==> config.mk <==
export PLATFORM = sky130hd
export DESIGN_NAME = park_ang_damage_index_unit_flat
export DESIGN_NICKNAME = d
export VERILOG_FILES = /design/src/hw/rtl/paidx_pkg.sv /design/src/hw/rtl/paidx_ifs.sv /design/src/hw/rtl/park_ang_damage_index_unit.sv /design/src/hw/rtl/paidx_muldiv.sv /design/src/hw/rtl/paidx_seq.sv /design/src/flat_wrapper.sv
export SDC_FILE = /design/constraint.sdc
export NUM_CORES = 2
export LEC_CHECK = 0
export BUFFER_PORTS_ARGS = -buffer_cell sky130_fd_sc_hd__buf_2
export CAP_MARGIN = 20
export CORE_ASPECT_RATIO = 0.7
export CORE_MARGIN = 2
export CORE_UTILIZATION = 30
export CTS_BUF_LIST = sky130_fd_sc_hd__clkbuf_16
export CTS_CLUSTER_SIZE = 10
export DETAILED_ROUTE_END_ITERATION = 10
export PLACE_DENSITY = 0.44
export SLEW_MARGIN = 20
export SYNTH_ARGS = -nofsm -noshare
export SYNTH_HDL_FRONTEND = slang
export SYNTH_SLANG_ARGS = --single-unit
==> constraint.sdc <==
create_clock -name clock -period 10.41 [get_ports clock]
set_input_delay 2.082 -clock clock [delete_from_list [all_inputs] [get_ports clock]]
set_output_delay 2.082 -clock clock [all_outputs]
set_load 0.1 [all_outputs]
==> src/hw/rtl/paidx_pkg.sv <==
// Shared types, constants and helper functions of the damage index unit.
// No dependencies; the modules use it by scoped names.
package paidx_pkg;

   localparam int unsigned DATA_W    = 32;
   localparam int unsigned CFG_W     = 31;
   localparam int unsigned CSR_IDX_W = 2;
   localparam int unsigned MCAND_W   = 63;
   localparam int unsigned MPLIER_W  = 33;
   localparam int unsigned PROD_W    = MCAND_W + MPLIER_W;
   localparam int unsigned DIVISOR_W = 33;
   localparam int unsigned QUO_W     = 63;
   localparam int unsigned STEP_W    = 7;

   localparam logic [STEP_W-1:0] MUL_STEPS         = 7'd33;
   localparam logic [STEP_W-1:0] DIV_STEPS_PLASTIC = 7'd63;
   localparam logic [STEP_W-1:0] DIV_STEPS_WEIGHT  = 7'd93;
   localparam logic [STEP_W-1:0] DIV_STEPS_DAMAGE  = 7'd79;

   localparam logic [QUO_W-1:0]    CAP_WIDE   = {1'b1, 62'd0};
   localparam logic [QUO_W-1:0]    CAP_DAMAGE = {32'd0, {31{1'b1}}};
   localparam logic [MPLIER_W-1:0] Q_ONE      = 33'h0_0001_0000;

   localparam logic [CFG_W-1:0] CFG_ONE          = 31'd1;
   localparam logic [CFG_W-1:0] ULT_DEF_RESET    = 31'd65536;
   localparam logic [CFG_W-1:0] ENERGY_WT_RESET  = 31'd6554;
   localparam logic [CFG_W-1:0] YIELD_STR_RESET  = 31'd65536;

   typedef enum logic [1:0] {
      CMD_TRIAL        = 2'd0,
      CMD_COMMIT       = 2'd1,
      CMD_REVERT_LAST  = 2'd2,
      CMD_REVERT_START = 2'd3
   } cmd_type;

   typedef enum logic [CSR_IDX_W-1:0] {
      CSR_ULT_DEF   = 2'd0,
      CSR_ENERGY_WT = 2'd1,
      CSR_YIELD_STR = 2'd2
   } csr_index_type;

   typedef struct packed {
      logic [CFG_W-1:0] ult_def;
      logic [CFG_W-1:0] energy_wt;
      logic [CFG_W-1:0] yield_str;
   } cfg_type;

   typedef struct packed {
      logic [DATA_W-1:0] frc;
      logic [DATA_W-1:0] defo;
      logic [DATA_W-1:0] energy;
      logic [CFG_W-1:0]  maxdef;
      logic [CFG_W-1:0]  dmg;
   } rec_type;

   typedef struct packed {
      logic                 start;
      logic                 div;
      logic [MCAND_W-1:0]   mcand;
      logic [MPLIER_W-1:0]  mplier;
      logic [DIVISOR_W-1:0] divisor;
      logic [STEP_W-1:0]    nbits;
      logic [QUO_W-1:0]     cap;
   } md_req_type;

   typedef struct packed {
      logic              done;
      logic [PROD_W-1:0] prod;
      logic [QUO_W-1:0]  quo;
   } md_rsp_type;

   function automatic md_req_type mul_req(input logic [MCAND_W-1:0] mcand,
                                          input logic [MPLIER_W-1:0] mplier);
      md_req_type r;
      r         = '0;
      r.start   = 1'b1;
      r.div     = 1'b0;
      r.mcand   = mcand;
      r.mplier  = mplier;
      r.nbits   = MUL_STEPS;
      return r;
   endfunction

   function automatic md_req_type div_req(input logic [DIVISOR_W-1:0] divisor,
                                          input logic [STEP_W-1:0] nbits,
                                          input logic [QUO_W-1:0] cap);
      md_req_type r;
      r         = '0;
      r.start   = 1'b1;
      r.div     = 1'b1;
      r.divisor = divisor;
      r.nbits   = nbits;
      r.cap     = cap;
      return r;
   endfunction

endpackage

==> src/hw/rtl/paidx_ifs.sv <==
// Valid/ready channel interfaces for the damage index unit: request and result.
// Depends on nothing.
interface paidx_req_if;
   logic               valid;
   logic               ready;
   logic [1:0]         cmd;
   logic signed [31:0] deformation;
   logic signed [31:0] force_req;
   logic signed [31:0] unloading_stiffness;

   modport source (output valid, cmd, deformation, force_req, unloading_stiffness,
                   input ready);
   modport sink   (input valid, cmd, deformation, force_req, unloading_stiffness,
                   output ready);
endinterface

interface paidx_rsp_if;
   logic               valid;
   logic               ready;
   logic [30:0]        damage;
   logic signed [31:0] energy;
   logic [30:0]        max_deformation;
   logic               status;

   modport source (output valid, damage, energy, max_deformation, status,
                   input ready);
   modport sink   (input valid, damage, energy, max_deformation, status,
                   output ready);
endinterface

==> src/hw/rtl/park_ang_damage_index_unit.sv <==
// Commit, revert and rejected trial transfers pass through S_FIN into the result register;
// a trial step runs its multiplies and its plastic, weight and damage divides on the shared
// bit-serial multiply/divide unit, each with a handoff, and how long it takes depends on
// whether the plastic and damage divides are needed.
// Throughput: one item in flight; the next is accepted once the result is registered.
// Reset (synchronous): clears all records and the result valid flag, restores registers.
module park_ang_damage_index_unit (
   input  logic                                clock,
   input  logic                                reset,
   paidx_req_if.sink                           req_bus,
   paidx_rsp_if.source                         rsp_bus,
   input  logic                                csr_we,
   input  logic [paidx_pkg::CSR_IDX_W-1:0]     csr_index,
   input  logic [paidx_pkg::CFG_W-1:0]         csr_wdata
);

   logic [paidx_pkg::CFG_W-1:0] ult_def_ff, ult_def_in;
   logic [paidx_pkg::CFG_W-1:0] energy_wt_ff, energy_wt_in;
   logic [paidx_pkg::CFG_W-1:0] yield_str_ff, yield_str_in;

   paidx_pkg::cfg_type    cfg;
   paidx_pkg::md_req_type md_req;
   paidx_pkg::md_rsp_type md_rsp;

   always_comb begin
      ult_def_in   = ult_def_ff;
      energy_wt_in = energy_wt_ff;
      yield_str_in = yield_str_ff;
      if (csr_we) begin
         case (csr_index)
            paidx_pkg::CSR_ULT_DEF:   ult_def_in   = csr_wdata;
            paidx_pkg::CSR_ENERGY_WT: energy_wt_in = csr_wdata;
            paidx_pkg::CSR_YIELD_STR: yield_str_in = csr_wdata;
            default: begin
            end
         endcase
      end
   end

   always_ff @(posedge clock) begin
      if (reset) begin
         ult_def_ff   <= paidx_pkg::ULT_DEF_RESET;
         energy_wt_ff <= paidx_pkg::ENERGY_WT_RESET;
         yield_str_ff <= paidx_pkg::YIELD_STR_RESET;
      end else begin
         ult_def_ff   <= ult_def_in;
         energy_wt_ff <= energy_wt_in;
         yield_str_ff <= yield_str_in;
      end
   end

   // zero acts as one LSB
   assign cfg.ult_def   = (ult_def_ff == '0)   ? paidx_pkg::CFG_ONE : ult_def_ff;
   assign cfg.energy_wt = (energy_wt_ff == '0) ? paidx_pkg::CFG_ONE : energy_wt_ff;
   assign cfg.yield_str = (yield_str_ff == '0) ? paidx_pkg::CFG_ONE : yield_str_ff;

   paidx_seq u_seq (
      .clock   (clock),
      .reset   (reset),
      .cfg     (cfg),
      .req_bus (req_bus),
      .rsp_bus (rsp_bus),
      .md_req  (md_req),
      .md_rsp  (md_rsp)
   );

   paidx_muldiv u_muldiv (
      .clock  (clock),
      .reset  (reset),
      .md_req (md_req),
      .md_rsp (md_rsp)
   );

endmodule

==> src/hw/rtl/paidx_muldiv.sv <==
// Shared bit-serial multiply and restoring divide unit, one bit per cycle.
// Depends on paidx_pkg. The divide works on the product left by the last multiply.
module paidx_muldiv (
   input  logic                   clock,
   input  logic                   reset,
   input  paidx_pkg::md_req_type  md_req,
   output paidx_pkg::md_rsp_type  md_rsp
);

   typedef enum logic [1:0] {MD_IDLE, MD_MUL, MD_DIV} md_state_type;

   md_state_type state_ff, state_in;
   logic done_ff, done_in;
   logic [paidx_pkg::STEP_W-1:0] cnt_ff, cnt_in;

   logic [paidx_pkg::MCAND_W-1:0]   mcand_ff, mcand_in;
   logic [paidx_pkg::MPLIER_W-1:0]  mplier_ff, mplier_in;
   logic [paidx_pkg::DIVISOR_W-1:0] divisor_ff, divisor_in;
   logic [paidx_pkg::QUO_W-1:0]     cap_ff, cap_in;
   logic [paidx_pkg::PROD_W-1:0]    prod_ff, prod_in;
   logic [paidx_pkg::DIVISOR_W-1:0] rem_ff, rem_in;
   logic [paidx_pkg::QUO_W:0]       quo_ff, quo_in;
   logic ovf_ff, ovf_in;

   logic [paidx_pkg::PROD_W-1:0]    mul_sum;
   logic [paidx_pkg::DIVISOR_W:0]   rem_shift;
   logic [paidx_pkg::DIVISOR_W+1:0] rem_diff;
   logic                            quo_bit;
   logic [paidx_pkg::QUO_W-1:0]     quo_sat;

   assign mul_sum = {prod_ff[paidx_pkg::PROD_W-2:0], 1'b0}
                  + (mplier_ff[paidx_pkg::MPLIER_W-1]
                     ? {{paidx_pkg::MPLIER_W{1'b0}}, mcand_ff}
                     : {paidx_pkg::PROD_W{1'b0}});
   assign rem_shift = {rem_ff, prod_ff[cnt_ff]};
   assign rem_diff  = {1'b0, rem_shift} - {2'b00, divisor_ff};
   assign quo_bit   = ~rem_diff[paidx_pkg::DIVISOR_W+1];
   assign quo_sat   = (ovf_ff || (quo_ff > {1'b0, cap_ff})) ? cap_ff
                    : quo_ff[paidx_pkg::QUO_W-1:0];

   always_comb begin
      state_in   = state_ff;
      done_in    = 1'b0;
      cnt_in     = cnt_ff;
      mcand_in   = mcand_ff;
      mplier_in  = mplier_ff;
      divisor_in = divisor_ff;
      cap_in     = cap_ff;
      prod_in    = prod_ff;
      rem_in     = rem_ff;
      quo_in     = quo_ff;
      ovf_in     = ovf_ff;
      case (state_ff)
         MD_IDLE: begin
            if (md_req.start) begin
               mcand_in   = md_req.mcand;
               mplier_in  = md_req.mplier;
               divisor_in = md_req.divisor;
               cap_in     = md_req.cap;
               cnt_in     = md_req.nbits - 7'd1;
               if (md_req.div) begin
                  rem_in   = '0;
                  quo_in   = '0;
                  ovf_in   = 1'b0;
                  state_in = MD_DIV;
               end else begin
                  prod_in  = '0;
                  state_in = MD_MUL;
               end
            end
         end
         MD_MUL: begin
            prod_in   = mul_sum;
            mplier_in = {mplier_ff[paidx_pkg::MPLIER_W-2:0], 1'b0};
         end
         MD_DIV: begin
            rem_in = quo_bit ? rem_diff[paidx_pkg::DIVISOR_W-1:0]
                             : rem_shift[paidx_pkg::DIVISOR_W-1:0];
            quo_in = {quo_ff[paidx_pkg::QUO_W-1:0], quo_bit};
            ovf_in = ovf_ff | quo_ff[paidx_pkg::QUO_W];
         end
         default: begin
            state_in = MD_IDLE;
         end
      endcase
      if (state_ff == MD_MUL || state_ff == MD_DIV) begin
         if (cnt_ff == '0) begin
            state_in = MD_IDLE;
            done_in  = 1'b1;
         end else begin
            cnt_in = cnt_ff - 7'd1;
         end
      end
   end

   always_ff @(posedge clock) begin
      if (reset) begin
         state_ff <= MD_IDLE;
         done_ff  <= 1'b0;
         cnt_ff   <= '0;
      end else begin
         state_ff <= state_in;
         done_ff  <= done_in;
         cnt_ff   <= cnt_in;
      end
   end

   always_ff @(posedge clock) begin
      mcand_ff   <= mcand_in;
      mplier_ff  <= mplier_in;
      divisor_ff <= divisor_in;
      cap_ff     <= cap_in;
      prod_ff    <= prod_in;
      rem_ff     <= rem_in;
      quo_ff     <= quo_in;
      ovf_ff     <= ovf_in;
   end

   assign md_rsp.done = done_ff;
   assign md_rsp.prod = prod_ff;
   assign md_rsp.quo  = quo_sat;

endmodule

==> src/hw/rtl/paidx_seq.sv <==
// Command sequencer: trial/commit/revert records, step control of the shared
// multiply/divide unit, and the result register. Depends on paidx_pkg, paidx_ifs.
module paidx_seq (
   input  logic                  clock,
   input  logic                  reset,
   input  paidx_pkg::cfg_type    cfg,
   paidx_req_if.sink             req_bus,
   paidx_rsp_if.source           rsp_bus,
   output paidx_pkg::md_req_type md_req,
   input  paidx_pkg::md_rsp_type md_rsp
);

   typedef enum logic [3:0] {
      S_IDLE, S_PREP, S_ENERGY, S_SQF, S_PLAS, S_WSTART,
      S_WMUL, S_WDIV, S_DMUL, S_DDIV, S_FIN
   } seq_state_type;

   seq_state_type state_ff, state_in;
   paidx_pkg::rec_type trial_ff, trial_in, com_ff, com_in, prev_ff, prev_in;
   paidx_pkg::md_req_type md_req_ff, md_req_in;
   logic status_ff, status_in;
   logic rsp_valid_ff, rsp_valid_in;
   logic [30:0] rsp_dmg_ff, rsp_dmg_in;
   logic [31:0] rsp_energy_ff, rsp_energy_in;
   logic [30:0] rsp_maxdef_ff, rsp_maxdef_in;
   logic rsp_status_ff, rsp_status_in;

   logic [31:0] td_ff, td_in, tf_ff, tf_in, tk_ff, tk_in;
   logic [31:0] te_ff, te_in;
   logic [63:0] pe_ff, pe_in;
   logic [30:0] tmax_ff, tmax_in;
   logic neg_e_ff, neg_e_in;

   logic [32:0] s_sum, d_diff, s_mag, d_mag;
   logic [47:0] inc;
   logic [49:0] ce_ext, te_wide;
   logic [31:0] te_sat;
   logic [31:0] f_mag, d_abs;
   logic [30:0] absd_sat, tmax_new;
   logic [63:0] pe_mag, w_signed, sum;
   logic [30:0] q_dmg, dmg_new;
   paidx_pkg::rec_type trial_new;

   function automatic logic [49:0] pe_neg_energy(input logic [49:0] base,
                                                 input logic [47:0] step,
                                                 input logic        neg);
      logic [49:0] ext;
      ext = {2'b00, step};
      return neg ? (base - ext) : (base + ext);
   endfunction

   assign s_sum  = {tf_ff[31], tf_ff} + {com_ff.frc[31], com_ff.frc};
   assign d_diff = {td_ff[31], td_ff} - {com_ff.defo[31], com_ff.defo};
   assign s_mag  = s_sum[32] ? (33'd0 - s_sum) : s_sum;
   assign d_mag  = d_diff[32] ? (33'd0 - d_diff) : d_diff;

   assign inc     = md_rsp.prod[64:17];
   assign ce_ext  = {{18{com_ff.energy[31]}}, com_ff.energy};
   assign te_wide = pe_neg_energy(ce_ext, inc, neg_e_ff);
   assign te_sat  = (te_wide[49:31] == {19{te_wide[49]}}) ? te_wide[31:0]
                  : (te_wide[49] ? 32'h8000_0000 : 32'h7FFF_FFFF);

   assign f_mag    = tf_ff[31] ? (32'd0 - tf_ff) : tf_ff;
   assign d_abs    = td_ff[31] ? (32'd0 - td_ff) : td_ff;
   assign absd_sat = d_abs[31] ? 31'h7FFF_FFFF : d_abs[30:0];
   assign tmax_new = (absd_sat > com_ff.maxdef) ? absd_sat : com_ff.maxdef;
   assign pe_mag   = pe_ff[63] ? (64'd0 - pe_ff) : pe_ff;

   assign w_signed = pe_ff[63] ? (64'd0 - {1'b0, md_rsp.quo}) : {1'b0, md_rsp.quo};
   assign sum      = {33'd0, tmax_ff} + w_signed;
   assign q_dmg    = md_rsp.quo[30:0];
   assign dmg_new  = (q_dmg > com_ff.dmg) ? q_dmg : com_ff.dmg;

   always_comb begin
      trial_new.frc    = tf_ff;
      trial_new.defo   = td_ff;
      trial_new.energy = te_ff;
      trial_new.maxdef = tmax_ff;
      trial_new.dmg    = (state_ff == S_DDIV) ? dmg_new : com_ff.dmg;
   end

   always_comb begin
      state_in        = state_ff;
      trial_in        = trial_ff;
      com_in          = com_ff;
      prev_in         = prev_ff;
      md_req_in       = md_req_ff;
      md_req_in.start = 1'b0;
      status_in       = status_ff;
      td_in           = td_ff;
      tf_in           = tf_ff;
      tk_in           = tk_ff;
      neg_e_in        = neg_e_ff;
      te_in           = te_ff;
      pe_in           = pe_ff;
      tmax_in         = tmax_ff;
      rsp_valid_in    = rsp_valid_ff & ~rsp_bus.ready;
      rsp_dmg_in      = rsp_dmg_ff;
      rsp_energy_in   = rsp_energy_ff;
      rsp_maxdef_in   = rsp_maxdef_ff;
      rsp_status_in   = rsp_status_ff;
      case (state_ff)
         S_IDLE: begin
            if (req_bus.valid) begin
               td_in     = req_bus.deformation;
               tf_in     = req_bus.force_req;
               tk_in     = req_bus.unloading_stiffness;
               status_in = 1'b0;
               state_in  = S_FIN;
               case (paidx_pkg::cmd_type'(req_bus.cmd))
                  paidx_pkg::CMD_TRIAL: begin
                     if (req_bus.unloading_stiffness[31]) begin
                        status_in = 1'b1;
                     end else begin
                        state_in = S_PREP;
                     end
                  end
                  paidx_pkg::CMD_COMMIT: begin
                     prev_in = com_ff;
                     com_in  = trial_ff;
                  end
                  paidx_pkg::CMD_REVERT_LAST: begin
                     com_in = prev_ff;
                  end
                  paidx_pkg::CMD_REVERT_START: begin
                     trial_in = '0;
                     com_in   = '0;
                     prev_in  = '0;
                  end
                  default: begin
                  end
               endcase
            end
         end
         S_PREP: begin
            md_req_in = paidx_pkg::mul_req({30'd0, s_mag}, d_mag);
            neg_e_in  = s_sum[32] ^ d_diff[32];
            state_in  = S_ENERGY;
         end
         S_ENERGY: begin
            if (md_rsp.done) begin
               te_in = te_sat;
               pe_in = {{32{te_sat[31]}}, te_sat};
               if (tk_ff == '0) begin
                  state_in = S_WSTART;
               end else begin
                  md_req_in = paidx_pkg::mul_req({31'd0, f_mag}, {1'b0, f_mag});
                  state_in  = S_SQF;
               end
            end
         end
         S_SQF: begin
            if (md_rsp.done) begin
               md_req_in = paidx_pkg::div_req({tk_ff, 1'b0},
                                              paidx_pkg::DIV_STEPS_PLASTIC,
                                              paidx_pkg::CAP_WIDE);
               state_in  = S_PLAS;
            end
         end
         S_PLAS: begin
            if (md_rsp.done) begin
               pe_in    = {{32{te_ff[31]}}, te_ff} - {1'b0, md_rsp.quo};
               state_in = S_WSTART;
            end
         end
         S_WSTART: begin
            md_req_in = paidx_pkg::mul_req(pe_mag[62:0], {2'b00, cfg.energy_wt});
            tmax_in   = tmax_new;
            state_in  = S_WMUL;
         end
         S_WMUL: begin
            if (md_rsp.done) begin
               md_req_in = paidx_pkg::div_req({2'b00, cfg.yield_str},
                                              paidx_pkg::DIV_STEPS_WEIGHT,
                                              paidx_pkg::CAP_WIDE);
               state_in  = S_WDIV;
            end
         end
         S_WDIV: begin
            if (md_rsp.done) begin
               if (sum[63]) begin
                  trial_in = trial_new;
                  state_in = S_FIN;
               end else begin
                  md_req_in = paidx_pkg::mul_req(sum[62:0], paidx_pkg::Q_ONE);
                  state_in  = S_DMUL;
               end
            end
         end
         S_DMUL: begin
            if (md_rsp.done) begin
               md_req_in = paidx_pkg::div_req({2'b00, cfg.ult_def},
                                              paidx_pkg::DIV_STEPS_DAMAGE,
                                              paidx_pkg::CAP_DAMAGE);
               state_in  = S_DDIV;
            end
         end
         S_DDIV: begin
            if (md_rsp.done) begin
               trial_in = trial_new;
               state_in = S_FIN;
            end
         end
         S_FIN: begin
            if (!rsp_valid_ff || rsp_bus.ready) begin
               rsp_valid_in  = 1'b1;
               rsp_dmg_in    = trial_ff.dmg;
               rsp_energy_in = trial_ff.energy;
               rsp_maxdef_in = trial_ff.maxdef;
               rsp_status_in = status_ff;
               state_in      = S_IDLE;
            end
         end
         default: begin
            state_in = S_IDLE;
         end
      endcase
   end

   always_ff @(posedge clock) begin
      if (reset) begin
         state_ff     <= S_IDLE;
         trial_ff     <= '0;
         com_ff       <= '0;
         prev_ff      <= '0;
         md_req_ff    <= '0;
         rsp_valid_ff <= 1'b0;
      end else begin
         state_ff     <= state_in;
         trial_ff     <= trial_in;
         com_ff       <= com_in;
         prev_ff      <= prev_in;
         md_req_ff    <= md_req_in;
         rsp_valid_ff <= rsp_valid_in;
      end
   end

   always_ff @(posedge clock) begin
      status_ff     <= status_in;
      rsp_dmg_ff    <= rsp_dmg_in;
      rsp_energy_ff <= rsp_energy_in;
      rsp_maxdef_ff <= rsp_maxdef_in;
      rsp_status_ff <= rsp_status_in;
      td_ff         <= td_in;
      tf_ff         <= tf_in;
      tk_ff         <= tk_in;
      neg_e_ff      <= neg_e_in;
      te_ff         <= te_in;
      pe_ff         <= pe_in;
      tmax_ff       <= tmax_in;
   end

   assign req_bus.ready           = (state_ff == S_IDLE);
   assign rsp_bus.valid           = rsp_valid_ff;
   assign rsp_bus.damage          = rsp_dmg_ff;
   assign rsp_bus.energy          = rsp_energy_ff;
   assign rsp_bus.max_deformation = rsp_maxdef_ff;
   assign rsp_bus.status          = rsp_status_ff;
   assign md_req                  = md_req_ff;

endmodule

==> src/flat_wrapper.sv <==
// flat-port wrapper written by rule: the top's interface ports become plain ports
module park_ang_damage_index_unit_flat 
  (clock, reset, csr_we, csr_index, csr_wdata, req_bus_valid, req_bus_cmd, req_bus_deformation, req_bus_force_req, req_bus_unloading_stiffness, req_bus_ready, rsp_bus_valid, rsp_bus_damage, rsp_bus_energy, rsp_bus_max_deformation, rsp_bus_status, rsp_bus_ready);
  paidx_req_if req_bus_i ();
  paidx_rsp_if rsp_bus_i ();
  input  logic clock;
  input  logic reset;
  input  logic csr_we;
  input  logic [paidx_pkg::CSR_IDX_W-1:0] csr_index;
  input  logic [paidx_pkg::CFG_W-1:0] csr_wdata;
  input wire logic [$bits(req_bus_i.valid)-1:0] req_bus_valid;
  input wire logic [$bits(req_bus_i.cmd)-1:0] req_bus_cmd;
  input wire logic [$bits(req_bus_i.deformation)-1:0] req_bus_deformation;
  input wire logic [$bits(req_bus_i.force_req)-1:0] req_bus_force_req;
  input wire logic [$bits(req_bus_i.unloading_stiffness)-1:0] req_bus_unloading_stiffness;
  output wire logic [$bits(req_bus_i.ready)-1:0] req_bus_ready;
  output wire logic [$bits(rsp_bus_i.valid)-1:0] rsp_bus_valid;
  output wire logic [$bits(rsp_bus_i.damage)-1:0] rsp_bus_damage;
  output wire logic [$bits(rsp_bus_i.energy)-1:0] rsp_bus_energy;
  output wire logic [$bits(rsp_bus_i.max_deformation)-1:0] rsp_bus_max_deformation;
  output wire logic [$bits(rsp_bus_i.status)-1:0] rsp_bus_status;
  input wire logic [$bits(rsp_bus_i.ready)-1:0] rsp_bus_ready;
  assign req_bus_i.valid = req_bus_valid;
  assign req_bus_i.cmd = req_bus_cmd;
  assign req_bus_i.deformation = req_bus_deformation;
  assign req_bus_i.force_req = req_bus_force_req;
  assign req_bus_i.unloading_stiffness = req_bus_unloading_stiffness;
  assign req_bus_ready = req_bus_i.ready;
  assign rsp_bus_valid = rsp_bus_i.valid;
  assign rsp_bus_damage = rsp_bus_i.damage;
  assign rsp_bus_energy = rsp_bus_i.energy;
  assign rsp_bus_max_deformation = rsp_bus_i.max_deformation;
  assign rsp_bus_status = rsp_bus_i.status;
  assign rsp_bus_i.ready = rsp_bus_ready;
  park_ang_damage_index_unit u_core (.clock(clock), .reset(reset), .req_bus(req_bus_i), .rsp_bus(rsp_bus_i), .csr_we(csr_we), .csr_index(csr_index), .csr_wdata(csr_wdata));
endmodule
==> results.py <==
metrics = {
    "pwr": {
        "total_power_w": 0.0208,
        "peakVddDrop_mv": 0.132,
        "leakage_nw": 33.2,
        "power_density_nw_per_um2": 229,
    },
    "global_route": {
        "grt.overflow.total": 0,
        "grt_use_total": 0.217,
        "grt_first_pass_wirelength_mm": 446,
        "antenna_found_initial": 17,
        "first_global_vias": 64227,
        "grt_max_degree": 204,
    },
    "sta": {
        "fin_tns_setup_ns": 0,
        "setup_slack_ns": 0.816,
        "fmax_mhz": 104,
        "min_period_ns": 9.59,
        "hold_viol": 0,
        "fin_worst_skew_ns": 0.0695,
        "setup_violations": 0,
        "max_slew_margin": 0.195,
        "fin_crit_sh": 0.922,
        "rsz0062_at_grt": "no",
        "final_max_slew_viol_count": 0,
        "tightest_slew_ns": 1.19,
    },
    "placement": {
        "gp_congestion": 0.931,
        "dp.final_hpwl_mm": 230,
        "numPortBuffers": 232,
        "place_ws_ns": 1.01,
        "dp_cells": 12447,
    },
    "synthesis": {
        "synth_cell_types": 97,
        "syn_area_um2": 80800,
        "synth_ff_type": "dfxtp_1",
        "ys_warn_count": 0,
        "synth_edf_count": 645,
        "ys_seq_elements": 1364,
        "async_reset_ff_frac": 0,
        "ys_seq_area_frac": 0.418,
        "netlist_instances": 9041,
        "synthesis.nets": 9597,
        "avgSynthCellArea_um2": 8.94,
    },
    "final_layout": {
        "drive_gt1_frac": 0.0843,
        "layout.cells.non_filler": 12753,
        "layout_commonest_cell": "nand2_1",
        "multi_input_area_um2": 43500,
        "final_cell_mix": "1028 x nand2_1, 803 x nor2_1, 718 x dfxtp_1, 715 x a21oi_1, 645 x edfxtp_1",
        "fillers": 27706,
        "regArea_um2": 33800,
        "area_delta_synth_final_pct": 12.3,
        "final_nets": 9635,
    },
    "drt": {
        "drt-pass1-iter-count": 7,
        "via_count": 68868,
        "routed_wl_mm": 307,
        "wire_per_inst_um": 24.1,
        "drt-initial-drc-count": 6980,
        "top_layer_used": "met5",
        "routed_via_density": 5.40,
        "wl_met2_mm": 125,
        "wirelength_met1_mm": 151,
        "drc": 0,
        "wl_met3_mm": 23.3,
        "ant_nets": 0,
    },
    "worst_hold_path": {
        "hold_class": "register to register",
    },
    "status": {
        "outcome": "complete, no violations",
    },
    "clock_tree": {
        "cts_hold_buf": 0,
        "clockRootBuffer": "clkbuf_16",
        "cts_sinks": 1364,
        "h-tree-depth": 4,
        "cts_tree": "built",
        "path_clk_slew_ns": 0.06,
        "clock_latency_ns": 0.85,
        "clockBufferDepth": 4,
        "cts-resized-gates": 0,
        "post-cts-setup-buffer-count": 0,
        "cts_buffers": 172,
    },
    "critical_path": {
        "crit_slowest_cell": "nor3_1",
        "worstPathRequired_ns": 11.18,
        "critPathLaunchType": "register",
        "path_class": "register to register",
        "crit_top_cell": "o21ai_0",
        "worst_path_largest_cell_delay_ns": 0.78,
        "path_max_fanout": 7,
        "end_kind": "register",
        "rrSetupSlack_ns": 0.82,
        "cp.arrival_ns": 10.37,
    },
    "floorplanning": {
        "floorplan.initialDensity": 0.301,
        "die_h_um": 438,
        "core_um2": 268000,
        "io_pins": 233,
        "row_count": 159,
        "die_area_um2": 274000,
        "fp.dieW_um": 624,
    },
    "flow_run": {
        "cap_viol_max_count": 0,
    },
}
## sequential cells by signal, indices dropped and copies added, names as in the netlist, 32 cells and up
register and flops:
u_core.u_muldiv.divisor_ff 33, u_core.u_muldiv.mcand_ff 63, u_core.u_muldiv.mplier_ff 33, u_core.u_muldiv.prod_ff 96, u_core.u_muldiv.quo_ff 64, u_core.u_muldiv.rem_ff 33
u_core.u_seq.ce_ext 32, u_core.u_seq.com_ff 126, u_core.u_seq.md_req 137, u_core.u_seq.pe_ff 64, u_core.u_seq.prev_ff 158, u_core.u_seq.rsp_bus.energy 32
u_core.u_seq.td_ff 32, u_core.u_seq.te_ff 32, u_core.u_seq.tf_ff 32, u_core.u_seq.tk_ff 32, u_core.u_seq.trial_ff 158
## metrics by stage
stage,hold WS (ns),util,cell area [µm²]
final,0.427,0.338,90800
after floorplan,0.400,-,80800
after global placement,0.414,0.320,85800
after detailed placement,0.417,0.320,85800
after CTS,0.429,0.338,90800
after global routing,0.441,0.338,90800
## final timing paths
kind	startpoint	to	cells past startpoint
hold / removal	u_core.u_seq.md_req[88]	u_core.u_muldiv.divisor_ff[18]	0
hold reg to reg	u_core.u_seq.md_req[88]	u_core.u_muldiv.divisor_ff[18]	0
setup / recovery	u_core.u_muldiv.quo_ff[58]	u_core.u_seq.md_req[186]	33
setup reg to reg	u_core.u_muldiv.quo_ff[58]	u_core.u_seq.md_req[186]	33
## synthesized netlist by cell type, types with 66 or more instances
cell type,number,area share
nor4_1,85,0.0066
or3_1,85,0.0066
nand4_1,66,0.0051
nand3_1,124,0.0077
a21oi_1,718,0.044
xor2_1,214,0.023
xnor2_1,339,0.037
nor3b_1,79,0.0073
nand2b_1,243,0.019
o31ai_1,68,0.0063
a31oi_1,75,0.0058
nor2_1,808,0.038
nor3_1,239,0.015
ha_1,413,0.064
and2_1,159,0.012
mux2i_1,196,0.024
o221ai_1,180,0.020
o21ai_0,489,0.030
dfxtp_1,719,0.18
clkbuf_1,438,0.020
a21o_1,173,0.016
edfxtp_1,645,0.24
inv_1,453,0.021
nand2_1,1030,0.048
## power by group
| group | switching, W | internal, W | total [W] |
|---|---|---|---|
| registers | 0.000588 | 0.00643 | 0.00701 |
| clock network | 0.00241 | 0.00307 | 0.00549 |
| logic | 0.00553 | 0.00274 | 0.00827 |
| total | 0.00853 | 0.0122 | 0.0208 |
## per-layer routing
metal	track usage	vias to the layer above
li1	-	32742
met1	0.328	33641
met2	0.313	2126
met3	0.0432	347
met4	0.0493	12
met5	0	-
## critical path, delay by kind of cell, from the launching register on
| family | cells | cell delay (ns) |
|---|---|---|
| AOI/OAI and AO/OA | 14 | 2.92 |
| xor gates and xnor gates | 2 | 0.32 |
| buffers and inverters | 2 | 0.32 |
| DFF | 1 | 0.49 |
| adders and majority gates | 2 | 0.72 |
| and+or+nand+nor | 13 | 4.74 |
## kinds of logic (layout without fill, tap and decap cells)
| kind of cell | count (synthesis) | after routing | share of synthesized area |
|---|---|---|---|
| adder cells (fa/ha/maj) | 420 | 420 | 0.0657 |
| flip-flops | 1364 | 1364 | 0.418 |
| multiplexers | 272 | 272 | 0.0365 |
| XOR/XNOR | 554 | 554 | 0.0601 |
| AND/OR/NAND/NOR | 3176 | 3176 | 0.187 |
| other | 0 | 4 | 0 |
| buffers and inverters | 960 | 1126 | 0.0465 |
| AO/OA/AOI/OAI | 2295 | 2295 | 0.186 |
## cell type report
class | instances | share of cell area
Antenna cell | 4 | 0.000110
Clock buffer | 179 | 0.0493
Clock inverter | 123 | 0.00554
Inverter | 456 | 0.0189
Multi-Input combinational cell | 6717 | 0.480
Sequential cell | 1364 | 0.372
Tap cell | 3542 | 0.0488
Timing Repair Buffer | 368 | 0.0258
No activity file was read; power rests on OpenSTA's default activity.
